`config.mk`:
```
export PLATFORM = sky130hd
export DESIGN_NAME = srks_arr_cell
export DESIGN_NICKNAME = d
export VERILOG_FILES = /design/src/hw/rtl/srks_pkg.sv /design/src/hw/rtl/srks_arr_cell.sv
export SDC_FILE = /design/constraint.sdc
export NUM_CORES = 1
export LEC_CHECK = 0
export ABC_AREA = 1
export BUFFER_PORTS_ARGS = -buffer_cell sky130_fd_sc_hd__clkbuf_2
export CAP_MARGIN = 5
export CORE_AREA = 2 2 116 118
export CTS_BUF_LIST = sky130_fd_sc_hd__clkbuf_2 sky130_fd_sc_hd__clkbuf_4 sky130_fd_sc_hd__clkbuf_8
export DETAILED_ROUTE_END_ITERATION = 8
export DIE_AREA = 0 0 118 120
export PLACE_DENSITY = 0.65
export SETUP_SLACK_MARGIN = 0.2
export SLEW_MARGIN = 20
export SYNTH_ARGS = -nofsm -noshare
export SYNTH_HDL_FRONTEND = slang
export SYNTH_SLANG_ARGS = --single-unit
```
`constraint.sdc`:
```
create_clock -name clk -period 6.6 [get_ports clk]
set_input_delay 1.32 -clock clk [delete_from_list [all_inputs] [get_ports clk]]
set_output_delay 1.32 -clock clk [all_outputs]
set_load 0.01 [all_outputs]
```
`src/hw/rtl/srks_pkg.sv`:
```
// ----------------------------------------------------------------------------
// srks_pkg: shared types and codes for the sorted record key search unit
// Record layout, cell control group, result kinds and the key compare.
// ----------------------------------------------------------------------------
package srks_pkg;

  typedef struct packed {
    logic signed [31:0] key;
    logic signed [31:0] course;
    logic signed [31:0] score;
  } rec_t;

  // Control group broadcast from the sequencer to every cell
  typedef struct packed {
    logic insert;   // place the incoming record this cycle
    logic rotate;   // shift the ring one place toward cell 0
  } cell_ctl_t;

  localparam logic ACT_LOAD  = 1'b0;
  localparam logic ACT_QUERY = 1'b1;

  localparam logic [1:0] KIND_LOAD_ACK = 2'd0;
  localparam logic [1:0] KIND_MATCH    = 2'd1;
  localparam logic [1:0] KIND_NO_MATCH = 2'd2;

  localparam logic SRC_SORTED  = 1'b0;
  localparam logic SRC_ARRIVAL = 1'b1;

  // Signed ascending key order
  function automatic logic key_less(logic signed [31:0] a, logic signed [31:0] b);
    return a < b;
  endfunction

endpackage

```
`src/hw/rtl/srks_arr_cell.sv`:
```
// ----------------------------------------------------------------------------
// srks_arr_cell: one entry of the arrival-order ring
// Takes the new record when it is the next free slot; on rotate takes the next cell's record.
// ----------------------------------------------------------------------------
module srks_arr_cell #(
  parameter int TABLE_DEPTH = 32,
  parameter int CELL_IDX    = 0
) (
  input  logic                              clk,
  input  srks_pkg::cell_ctl_t               ctl,
  input  logic [$clog2(TABLE_DEPTH+1)-1:0]  rec_count,
  input  srks_pkg::rec_t                    ins_rec,
  input  srks_pkg::rec_t                    succ_rec,
  output srks_pkg::rec_t                    rec
);
  import srks_pkg::*;

  localparam int CNT_W = $clog2(TABLE_DEPTH + 1);
  localparam logic [CNT_W-1:0] MY_IDX = CNT_W'(CELL_IDX);

  rec_t rec_r;

  assign rec = rec_r;

  always_ff @(posedge clk) begin
    if (ctl.insert && (MY_IDX == rec_count)) begin
      rec_r <= ins_rec;
    end else if (ctl.rotate) begin
      rec_r <= succ_rec;
    end
  end

endmodule

```
==> flow_metrics.tcl, run 1 <==
set metrics [dict create \
    post-place-ws_ns 2.35 \
    synth.avg_cell_area_um2 10.1 \
    synth_top_cell_area_share 0.667 \
    setup_viol 0 \
    track_usage 0.168 \
    leakage_uw 0.00314 \
    rows 42 \
    seqPwrFrac 0.569 \
    yosys_warnings 0 \
    multi_input_area_um2 1260 \
    antenna_found_initial 0 \
    ant_nets 0 \
    status "finished, final reports clean" \
    power.internal_uw 987 \
    crit_arrival_ns 3.85 \
    final_cell_mix "296 x clkbuf_2, 195 x nand2_1, 96 x nand3_1, 96 x edfxtp_1, 9 x clkbuf_8" \
    final-seq-area_um2 2880 \
    routed_via_density 4.52 \
    syn_nets 628 \
    ctsHtreeMaxLevel 3 \
    setup-tns-final_ns 0 \
    clockPowerShare 0.284 \
    syn-cell-area_um2 4320 \
    grt_max_degree 98 \
    worstSetupStartpointType "input port" \
    synth_compound_area_frac 0 \
    fillers 1274 \
    start_util 0.333 \
    grt_overflow_total 0 \
    crit_family "buffers and inverters" \
    first_pass_iters 4 \
    drcViolationCount 0 \
    end_kind "flop" \
    maxSlewViolCount 0 \
    vias 4020 \
    worst_slack_ns 2.79 \
    cts_root_buffer "clkbuf_8" \
    coreArea_um2 13000 \
    min_period_ns 3.81 \
    synth_top_area_cell "edfxtp_1" \
    hold_buffers 0 \
    final-hold-violation-count 0 \
    wl_met2_um 6100 \
    gp_congestion 0.844 \
    wl_um 12200 \
    path_clk_slew_ns 0.10 \
    cts_tree "done" \
    max_cap_violations 0 \
    final_common_cell "clkbuf_2" \
    crit_chain "clkbuf_2, inv_1, nand2_1, nor2_4, buf_4, nand2_4, buf_4, nand2_4, buf_4" \
    post-route-period-util 0.578 \
    relSlewSlack 0.361 \
    syn_inst 427 \
    drt_iter0_drc 136 \
    ir_drop_mv 0.113 \
    numCtsBuffers 9 \
    synthDistinctLibCells 11 \
    nets 910 \
    cp_max_fo 97 \
    largest_reg_flops 96 \
    combPwrFrac 0.148 \
    pin_count 297 \
    synthXorXnorAreaFrac 0 \
    wl_met1_um 4790 \
    die_w_um 118 \
    power_density_nw_per_um2 215 \
    cts.sinks 96 \
    ys_seq_elements 96 \
    ys_seq_area_frac 0.667 \
    hold_class "in2reg" \
    post_cts_buffers 0 \
    swShare 0.246 \
    yosys.area_share.simple 0.288 \
    die_area_um2 14200 \
    max_slew.worst_pin.slew_ns 0.959 \
    synth_mux_area_frac 0 \
    route.met3.wl_um 1120 \
    die_h_um 120 \
    crit_top_cell "buf_4" \
    cp_slowest_cell "buf_4" \
    grt_pass1_wl_um 18600 \
    grt_pass1_vias 3910 \
    synth_top_family_by_area "simple AND/OR/NAND/NOR gates" \
    routedWlPerCell_um 13.7 \
    synthAdderAreaFrac 0 \
    dp_hpwl_um 9160 \
    clock_path_buffers 2 \
    p_sw_uw 322 \
    cp_num_buf_inv 5 \
    crit_type "in2reg" \
    max_stage_delay_ns 0.72 \
    fmax_ghz 0.262 \
    top_layer_used "met4" \
    portBuffers 296 \
    antenna_cells 0 \
    netlist_top_cells_area "edfxtp_1 67%, nand2_1 17%, nand3_1 11%" \
    area_delta_synth_final_pct 40.8 \
    final_layout_size_suffix_gt1_frac 0.447 \
    grt_setup_unrepaired "false" \
    timing.hold.ws_ns 1.22 \
    cp.required_ns 6.63 \
    cts_resized 0 \
]
-- area by class of cell --
type / instances / share of cell area
Clock buffer: 9 / 0.0203
Multi-Input combinational cell: 295 / 0.207
Inverter: 6 / 0.00370
Tap cell: 176 / 0.0362
Clock inverter: 7 / 0.0103
Sequential cell: 96 / 0.473
Timing Repair Buffer: 301 / 0.249
-- logic make-up (layout without fill, tap and decap cells) --
family        after synthesis  after routing
buf+inv                    36            323
flops                      96             96
simple gates              295            295
-- worst paths after layout --
check	end	cells after the start	slack (ns)	start
max	rec[0]$_DFFE_PP_	9	2.79	rec_count[3]
min	rec[71]$_DFFE_PP_	3	1.22	succ_rec[71]
-- routing by layer --
layer / global-route usage / up-vias
li1: - / 2006
met1: 0.192 / 1772
met2: 0.299 / 231
met3: 0.0523 / 11
met4: 0.0520 / 0
met5: 0 / -
-- synthesized netlist by cell type --
master and instances:
edfxtp_1 96, buf_2 12, clkbuf_1 5, nand2_2 1, inv_1 6, nor2_4 2, nand2_1 196, buf_4 6
buf_1 4, nand3_1 96, buf_6 3
-- metrics by stage --
step           power (uW)  instances  cell area, um^2  utilization
6_report             1310        890             6090        0.469
5_1_grt              1370        890             6090        0.469
4_1_cts              1320        890             6090        0.469
3_5_place_dp          954        874             5900        0.455
3_3_place_gp          949        874             5900        0.455
2_1_floorplan         832        427             4320            -
-- power groups by stage --
stage / Combinational (uW) / Clock [uW] / Sequential [uW]
finish: 193 / 371 / 744
global route: 213 / 409 / 749
CTS: 196 / 380 / 745
detailed placement: 196 / 0 / 758
global placement: 192 / 0 / 757
floorplan: 46.6 / 0 / 785
Power figures use the tool's default switching activity.
==> inputs of run 2 (changes only) <==
clock period = 4 ns   (was 6.6 ns; I/O delays follow)
==> run 2 against run 1 <==
Utilization down 0.15 points. Flip-flop and latch count unchanged. Routed wire length up 2.9%. Clock-buffer cell count up 4.
==> flow_metrics.tcl, run 2 (same netlist as run 1, synthesis figures left out) <==
set metrics [dict create \
    max_cap_violations 0 \
    post-route-period-util 0.505 \
    fmax_ghz 0.495 \
    min_period_ns 2.02 \
    crit_arrival_ns 2.25 \
    drt_iter0_drc 201 \
    grt_max_degree 97 \
    gp_congestion 0.871 \
    status "finished, final reports clean" \
    final_cell_mix "296 x clkbuf_2, 195 x nand2_1, 96 x nand3_1, 96 x edfxtp_1, 9 x clkbuf_8" \
    max_slew.worst_pin.slew_ns 0.947 \
    grt_pass1_vias 3989 \
    post-place-ws_ns 1.54 \
    cp_max_fo 96 \
    ant_nets 0 \
    crit_type "in2reg" \
    first_pass_iters 4 \
    grt_overflow_total 0 \
    hold_buffers 0 \
    leakage_uw 0.00313 \
    routedWlPerCell_um 14.1 \
    dp.cells 873 \
    hold_class "in2reg" \
    cp_slowest_cell "buf_4" \
    grt_pass1_wl_um 19400 \
    crit_chain "clkbuf_2, inv_1, nand2_1, nor2_4, buf_4, nand3_1, nand2_1" \
    vias 4065 \
    post_cts_buffers 0 \
    setup-tns-final_ns 0 \
    ctsHtreeMaxLevel 3 \
    cts_tree "done" \
    place_area_um2 5910 \
    wl_um 12500 \
    rows 42 \
    drcViolationCount 0 \
    ir_drop_mv 0.140 \
    portBuffers 296 \
    routed_via_density 4.58 \
    track_usage 0.177 \
    max_stage_delay_ns 0.73 \
    maxSlewViolCount 0 \
    coreArea_um2 13000 \
    power_density_nw_per_um2 348 \
    largest_reg_flops 96 \
    clock_path_buffers 2 \
    cp.required_ns 4.23 \
    numCtsBuffers 9 \
    die_area_um2 14200 \
    antenna_found_initial 0 \
    timing.hold.ws_ns 0.691 \
    cts_root_buffer "clkbuf_8" \
    fin_area_um2 6070 \
    area_delta_synth_final_pct 40.4 \
    end_kind "flop" \
    die_w_um 118 \
    worst_slack_ns 1.98 \
    worstSetupStartpointType "input port" \
    cts.sinks 96 \
    nets 909 \
    cp_num_buf_inv 3 \
    dp_hpwl_um 9350 \
    start_util 0.333 \
    crit_top_cell "nand2_1" \
    path_clk_slew_ns 0.08 \
    fin_cells 888 \
    die_h_um 120 \
    grt_setup_unrepaired "false" \
    crit_family "buffers and inverters" \
    setup_viol 0 \
    final-hold-violation-count 0 \
    relSlewSlack 0.368 \
    final_layout_size_suffix_gt1_frac 0.445 \
    cts_resized 0 \
    final_common_cell "clkbuf_2" \
    antenna_cells 0 \
    pin_count 297 \
]
[run 2: metrics by stage]
stage | utilization | power, uW
after floorplan | - | 1370
after global placement | 0.455 | 1570
after detailed placement | 0.455 | 1580
after CTS | 0.468 | 2140
after global routing | 0.468 | 2220
final | 0.468 | 2110
[run 2: path summary, 6_finish.rpt]
kind | end | startpoint | slack, ns | cells past startpoint
max | rec[82]$_DFFE_PP_ | rec_count[1] | 1.98 | 7
min | rec[49]$_DFFE_PP_ | succ_rec[49] | 0.69 | 3
[run 2: final cells by class]
type                            instances  area, um^2
Clock buffer                           13         154
Sequential cell                        96        2880
Fill cell                            1272        6910
Clock inverter                          2        7.51
Tap cell                              176         220
Inverter                                6        22.5
Multi-Input combinational cell        295        1260
Timing Repair Buffer                  300        1520
[run 2: tightest hold or removal path, delay by kind of cell]
kind          cells  cell delay [ns]
simple gates      2             0.08
buf+inv           1             0.07
[run 2: per-layer routing]
metal  track usage  vias up  share of wire
met3        0.0513       14          0.090
met5             0        -              0
met1         0.193     1849           0.38
met4        0.0738        0          0.018
li1              -     2002              -
met2         0.323      200           0.51
[run 2: power by group]
group	switching [uW]	leakage, uW	internal [uW]
logic	178	0.00211	145
clock network	317	0.0000862	247
registers	26.2	0.000940	1200
total	520	0.00313	1590
