<file path="src/hw/rtl/srks_pkg.sv">
// ----------------------------------------------------------------------------
// srks_pkg: shared types and codes for the sorted record key search unit
// Record layout, cell control group, result kinds and the key compare.
// ----------------------------------------------------------------------------
package srks_pkg;

  typedef struct packed {
    logic signed [31:0] key;
    logic signed [31:0] course;
    logic signed [31:0] score;
  } rec_t;

  // Control group broadcast from the sequencer to every cell
  typedef struct packed {
    logic insert;   // place the incoming record this cycle
    logic rotate;   // shift the ring one place toward cell 0
  } cell_ctl_t;

  localparam logic ACT_LOAD  = 1'b0;
  localparam logic ACT_QUERY = 1'b1;

  localparam logic [1:0] KIND_LOAD_ACK = 2'd0;
  localparam logic [1:0] KIND_MATCH    = 2'd1;
  localparam logic [1:0] KIND_NO_MATCH = 2'd2;

  localparam logic SRC_SORTED  = 1'b0;
  localparam logic SRC_ARRIVAL = 1'b1;

  // Signed ascending key order
  function automatic logic key_less(logic signed [31:0] a, logic signed [31:0] b);
    return a < b;
  endfunction

endpackage

</file>
<file path="src/hw/rtl/srks_sort_cell.sv">
// ----------------------------------------------------------------------------
// srks_sort_cell: one entry of the key-sorted ring
// Holds one record; on insert either keeps it, takes the new record or takes
// the left neighbor's record; on rotate takes the right neighbor's record.
// ----------------------------------------------------------------------------
module srks_sort_cell #(
  parameter int TABLE_DEPTH = 32,
  parameter int CELL_IDX    = 0
) (
  input  logic                              clk,
  input  srks_pkg::cell_ctl_t               ctl,
  input  logic [$clog2(TABLE_DEPTH+1)-1:0]  rec_count,
  input  srks_pkg::rec_t                    ins_rec,
  input  srks_pkg::rec_t                    prev_rec,
  input  logic                              prev_gt,
  input  srks_pkg::rec_t                    succ_rec,
  output srks_pkg::rec_t                    rec,
  output logic                              gt
);
  import srks_pkg::*;

  localparam int CNT_W = $clog2(TABLE_DEPTH + 1);
  localparam logic [CNT_W-1:0] MY_IDX = CNT_W'(CELL_IDX);

  rec_t rec_r;
  logic occupied;
  logic at_tail;

  assign occupied = MY_IDX < rec_count;
  assign at_tail  = MY_IDX == rec_count;
  // stored key sorts after the new one: the new record lands at or left of here
  assign gt       = occupied && key_less(ins_rec.key, rec_r.key);
  assign rec      = rec_r;

  always_ff @(posedge clk) begin
    if (ctl.insert && (gt || at_tail)) begin
      rec_r <= prev_gt ? prev_rec : ins_rec;
    end else if (ctl.rotate) begin
      rec_r <= succ_rec;
    end
  end

endmodule

</file>
<file path="config.mk">
export PLATFORM = sky130hd
export DESIGN_NAME = srks_sort_cell
export DESIGN_NICKNAME = d
export VERILOG_FILES = /design/src/hw/rtl/srks_pkg.sv /design/src/hw/rtl/srks_sort_cell.sv
export SDC_FILE = /design/constraint.sdc
export NUM_CORES = 1
export LEC_CHECK = 0
export ABC_AREA = 1
export BUFFER_PORTS_ARGS = -buffer_cell sky130_fd_sc_hd__buf_2
export CORE_AREA = 2 2 155 157
export DETAILED_ROUTE_END_ITERATION = 12
export DIE_AREA = 0 0 157 159
export SLEW_MARGIN = 0
export SYNTH_ARGS = -nofsm -noshare
export SYNTH_HDL_FRONTEND = slang
export SYNTH_SLANG_ARGS = --single-unit
</file>
<file path="constraint.sdc">
create_clock -name clk -period 4.8 [get_ports clk]
set_input_delay 0.24 -clock clk [delete_from_list [all_inputs] [get_ports clk]]
set_output_delay 0.24 -clock clk [all_outputs]
set_load 0.1 [all_outputs]
</file>
==> impl_metrics.tcl, run 1 <==
set metrics [dict create \
    worstReg2RegStart "rec[69]" \
    place.gp.congestion 0.830 \
    ys_warn_count 0 \
    drt-wirelength-per-cell_um 15.7 \
    fin_tns_setup_ns 0 \
    cts_setup_buffers 0 \
    hold_violations 0 \
    antenna_found_initial 1 \
    clock_latency_ns 0.35 \
    clk_pin_slew_ns 0.07 \
    cp.arrival_ns 3.68 \
    cts_root_buf "clkbuf_16" \
    crit_path_max_incr_delay_ns 0.79 \
    critPathLaunchType "register" \
    synth-edff-count 96 \
    nNetsFinal 1367 \
    numCtsBuffers 9 \
    synth_top_flop_cell "edfxtp_1" \
    cp_slowest_cell "buf_4" \
    top_layer_used "met4" \
    yosysMostFrequentCell "nand2_1" \
    wl_met2_mm 10.5 \
    rr_endpoint "rec[63]" \
    pin_count 395 \
    worst_slew_pin_slew_ns 1.05 \
    drt_wl_total_mm 21.4 \
    hp-start "succ_rec[24]" \
    grt_usage_pct 16.6 \
    fill_cells 2401 \
    dp.cells 1346 \
    rsz0062_at_grt "false" \
    yosysTopAreaCellShare_pct 45.9 \
    synthTopCellsByCount "224 x nand2_1, 99 x nand3_1, 96 x edfxtp_1" \
    grt_overflow 0 \
    synth_nets 998 \
    drt-met1-wl_mm 8.67 \
    cp_top_family "simple AND/OR/NAND/NOR gates" \
    synth.avg_cell_area_um2 9.39 \
    cts_sinks 96 \
    seq_area_frac_synth_pct 45.9 \
    die_y_um 159 \
    ant_nets 0 \
    drive_above_1_share_pct 49.2 \
    area_growth_pct 39.5 \
    max-vdd-ir-drop_uv 165 \
    fmax_mhz 288 \
    grt_pass1_wl_mm 32.1 \
    end_kind "register" \
    crit_buf_inv 2 \
    dp_hpwl_mm 16.4 \
    rrSetupSlack_ns 1.33 \
    synth_area_leader_cell "edfxtp_1" \
    portBuffers 394 \
    clock_path_buffers 2 \
    clock-skew-final_ns 0.00966 \
    finalCritPeriodShare_pct 72.3 \
    synth_area_um2 6280 \
    power.density_nw_per_um2 425 \
    drv_slew 0 \
    drv_cap 0 \
    chipWidth_um 157 \
    wl_met3_mm 1.74 \
    first_global_vias 5992 \
    ctsResizeCount 0 \
    synthArstFlopShare_pct 0 \
    reg2reg_depth 16 \
    ys_ff_latch 96 \
    finalSetupViolCount 0 \
    fin_cells 1363 \
    dieArea_um2 25000 \
    hp-class "in2reg" \
    route.detailed.drc 0 \
    hold_depth 3 \
    drt-vias-per-instance 4.45 \
    syn_inst 669 \
    crit_chain "inv_1, ha_1, a21oi_1, nor2_1, nor3_1, nand2_1, nand2_1, nand2_1, nand2_1, nand2_1, nand2_2, nand3_4, nand2_4, buf_4, nand2_1, nand2_1" \
    largest_reg_flops 96 \
    crit_fanout 96 \
    min_period_ns 3.47 \
    core_area_um2 23200 \
    synth.distinct_cells 22 \
    rows 56 \
    crit_top_cell "nand2_1" \
    timing.slew.headroom_pct 29.9 \
    grt_start_max_net_pins 97 \
    holdPathEnd "rec[24]" \
    initial_core_util_pct 27.1 \
    drtIter0Drc 308 \
    outcome "complete, no violations" \
    postCtsHoldBufs 0 \
    p_leak_nw 4.51 \
    synth.top_cells.by_area "edfxtp_1 46%, mux2_2 17%, nand2_1 13%" \
    path_class "reg2reg" \
    cts_tree "built" \
    first_pass_iters 5 \
    dr_total_vias 6061 \
    critical_path_required_ns 5.01 \
    cts_max_level 3 \
]
[worst max path at each step]
stage / from / to / slack (ns) / cells after the start
4_1_cts: rec[69] / rec[72] / 1.30 / 16
5_1_grt: rec[78] / rec[65] / 0.91 / 15
3_5_place_dp: rec[69] / rec[33] / 1.33 / 16
2_1_floorplan: rec[69] / rec[0] / 0.77 / 15
6_report: rec[69] / rec[63] / 1.33 / 16
3_3_place_gp: rec[69] / rec[49] / 1.37 / 16
[through the flow]
stage | worst slack, ns | hold slack (ns) | cell area [um2] | utilization (%) | power [mW]
finish | 1.33 | 0.154 | 8760 | 37.8 | 3.73
global route | 0.908 | 0.138 | 8760 | 37.8 | 3.91
CTS | 1.30 | 0.129 | 8760 | 37.8 | 3.77
detailed placement | 1.33 | 0.507 | 8490 | 36.6 | 3.06
global placement | 1.37 | 0.505 | 8490 | 36.6 | 3.05
floorplan | 0.772 | 0.419 | 6280 | - | 2.69
[placed cells by master, fill, tap and decap left out]
cell type     n
buf_2       392
nand2_1     223
nand3_1      99
edfxtp_1     96
mux2_2       95
inv_1        43
ha_1         31
a21oi_1      14
nor2_1       11
clkbuf_16     9
buf_4         7
o21ai_0       4
nor3_1        2
nand2_4       2
clkinv_1      2
clkinv_4      2
diode_2       1
nand4_1       1
o21ai_1       1
nand2_2       1
a21o_1        1
a211oi_1      1
and3_1        1
nand3_4       1
clkinv_2      1
inv_6         1
clkinvlp_4    1
buf_12        1
[per-layer routing]
layer / global-route usage (%) / up-vias
met2: 29.6 / 291
met3: 4.14 / 23
met4: 5.09 / 0
li1: - / 3026
met5: 0 / -
met1: 19.5 / 2721
[report_power, final]
part,total (mW),switching (mW),internal (mW)
Combinational,1.87,1.50,0.372
Clock,0.693,0.341,0.352
Sequential,1.17,0.0494,1.12
[area by class of cell]
type / count / area (um2) / share of cell area [%]
inverter: 43 / 161 / 1.84
multi-input combinational: 488 / 3010 / 34.4
sequential: 96 / 2880 / 32.9
antenna: 1 / 2.50 / 0.0286
clock buffer: 9 / 225 / 2.57
timing repair buffer: 400 / 2030 / 23.2
tap: 319 / 399 / 4.56
clock inverter: 7 / 46.3 / 0.528
[worst register-to-register path: stages (launching register included)]
cell	delay [ns]
edfxtp_1	0.39
inv_1	0.07
ha_1	0.23
a21oi_1	0.15
nor2_1	0.05
nor3_1	0.15
nand2_1	0.11
nand2_1	0.07
nand2_1	0.07
nand2_1	0.08
nand2_1	0.06
nand2_2	0.09
nand3_4	0.47
nand2_4	0.24
buf_4	0.79
nand2_1	0.22
nand2_1	0.10
[cell families after synthesis]
family / share of synthesized area (%)
fa+ha+maj: 6.18
simple gates: 22.8
buf+inv: 6.36
mux: 17.0
compound gates: 1.75
flops: 45.9
(Power assumes the default switching activity.)
==> run 2: changes to the inputs <==
clock period = 2.9 ns   (was 4.8 ns; I/O delays follow)
==> run 2 against run 1 <==
  * Clock power up 69%
  * Wire length grew 1.4%
  * Combinational power rose by 70%
  * Setup slack got worse by 1.0 ns
  * Global-route usage up 0.26 points
  * Highest routed layer unchanged
  * Largest cell class unchanged
==> impl_metrics.tcl, run 2 (synthesized netlist as in run 1, its figures left out) <==
set metrics [dict create \
    outcome "complete, no violations" \
    initial_core_util_pct 27.1 \
    top_layer_used "met4" \
    crit_fanout 2 \
    place.gp.congestion 0.836 \
    finish.utilization_pct 38.3 \
    drive_above_1_share_pct 49.7 \
    die_y_um 159 \
    cts_sinks 96 \
    dr_total_vias 6028 \
    power.internal_mw 3.10 \
    dp.cells 1350 \
    route.detailed.drc 0 \
    largest_reg_flops 96 \
    rsz0062_at_grt "false" \
    p_sw_mw 3.16 \
    timing.slew.headroom_pct 58.7 \
    max-vdd-ir-drop_uv 337 \
    finalSetupViolCount 0 \
    p_comb_share_pct 50.6 \
    drv_slew 0 \
    first_pass_iters 6 \
    first_global_vias 6162 \
    finalCritPeriodShare_pct 88.7 \
    pin_count 395 \
    hold_violations 0 \
    nNetsFinal 1371 \
    numCtsBuffers 9 \
    rrSetupSlack_ns 0.37 \
    layout_common_cells "392 x buf_2, 223 x nand2_1, 98 x nand3_1, 96 x edfxtp_1, 95 x mux2_2" \
    drt-wirelength-per-cell_um 15.9 \
    critical_path_required_ns 2.76 \
    p_leak_nw 4.56 \
    crit_top_cell "nand2_1" \
    fin_cells 1367 \
    cts_max_level 3 \
    end_kind "output pin" \
    hp-start "succ_rec[48]" \
    fmax_mhz 389 \
    clk_pin_slew_ns 0.08 \
    postCtsHoldBufs 0 \
    ant_nets 0 \
    dieArea_um2 25000 \
    crit_chain "inv_1, ha_1, a21oi_1, nor2_1, nor3_1, nand2_1, nand2_1, nand2_1, nand2_1, nand3_2, a21oi_2, buf_2" \
    rows 56 \
    area_growth_pct 41.5 \
    ctsResizeCount 0 \
    core_area_um2 23200 \
    worst_slew_pin_slew_ns 0.619 \
    fill_cells 2359 \
    chipWidth_um 157 \
    grt_pass1_wl_mm 32.5 \
    cts_setup_buffers 0 \
    grt_overflow 0 \
    cts_root_buf "clkbuf_16" \
    min_period_ns 2.57 \
    wl_met3_mm 1.93 \
    clock-skew-final_ns 0.0112 \
    crit_path_max_incr_delay_ns 0.45 \
    worstReg2RegStart "rec[69]" \
    clock_latency_ns 0.35 \
    wl_met2_mm 10.8 \
    cp.arrival_ns 2.43 \
    drv_cap 0 \
    grt_usage_pct 16.9 \
    path_class "reg2out" \
    drt-vias-per-instance 4.41 \
    cp_slowest_cell "buf_2" \
    power.density_nw_per_um2 705 \
    clock_power_share_pct 18.6 \
    drt_wl_total_mm 21.7 \
    final_common_cell "buf_2" \
    swShare_pct 50.5 \
    grt_start_max_net_pins 67 \
    critPathLaunchType "register" \
    drtIter0Drc 359 \
    antenna_found_initial 2 \
    whs_ns 0.0561 \
    startpoint "rec[69]" \
    hp-class "in2reg" \
    drt-met1-wl_mm 8.57 \
    portBuffers 394 \
    clock_path_buffers 2 \
    cts_tree "built" \
    p_seq_share_pct 30.8 \
    dp_hpwl_mm 17.1 \
]
[run 2: cell types whose count changed in the layout (fill, tap and decap cells not counted), moves of 2 or more]
cell	before	now
buf_12	1	6
a21oi_1	14	12
a21oi_2	0	2
inv_6	1	3
[run 2: critical path: cells and delay by family (launching register included)]
| family | cells | cell delay [ns] |
|---|---|---|
| buf+inv | 2 | 0.50 |
| flops | 1 | 0.35 |
| simple gates | 7 | 0.62 |
| compound gates | 2 | 0.31 |
| fa+ha+maj | 1 | 0.30 |
[run 2: per-stage QoR]
stage	total power, mW	cell area (um2)	TNS (ns)	setup WS [ns]
floorplan	4.46	6320	-28.23	-0.293
global placement	5.12	8600	0	0.397
detailed placement	5.14	8600	0	0.351
CTS	6.34	8880	0	0.263
global route	6.59	8880	0	0.132
finish	6.26	8880	0	0.329
[run 2: power groups by stage]
stage / Sequential (mW) / Combinational, mW / Clock, mW
2_1_floorplan: 3.62 / 0.839 / 0
3_3_place_gp: 1.94 / 3.18 / 0
3_5_place_dp: 1.96 / 3.19 / 0
4_1_cts: 1.93 / 3.20 / 1.22
5_1_grt: 1.95 / 3.36 / 1.27
6_report: 1.93 / 3.17 / 1.17
[run 2: per-layer routing]
metal	global-route usage (%)	vias to the layer above
li1	-	3035
met1	19.3	2679
met2	30.5	293
met3	4.79	21
met4	4.46	0
met5	0	-
[run 2: path summary, 6_finish.rpt]
kind,endpoint,depth (start not counted)
worst min-delay path,rec[48],3
worst max-delay path,gt,12
worst min register to register,rec[2],8
worst max register to register,rec[63],14
[run 2: final cells by class]
cell class	instances	area (um2)	area share, %
repair buffers	404	2130	23.9
clock inverters	7	53.8	0.606
inverters	43	161	1.82
clock buffers	9	225	2.54
diodes	1	2.50	0.0282
well taps	319	399	4.49
flip-flops and latches	96	2880	32.5
multi-input cells	488	3030	34.1
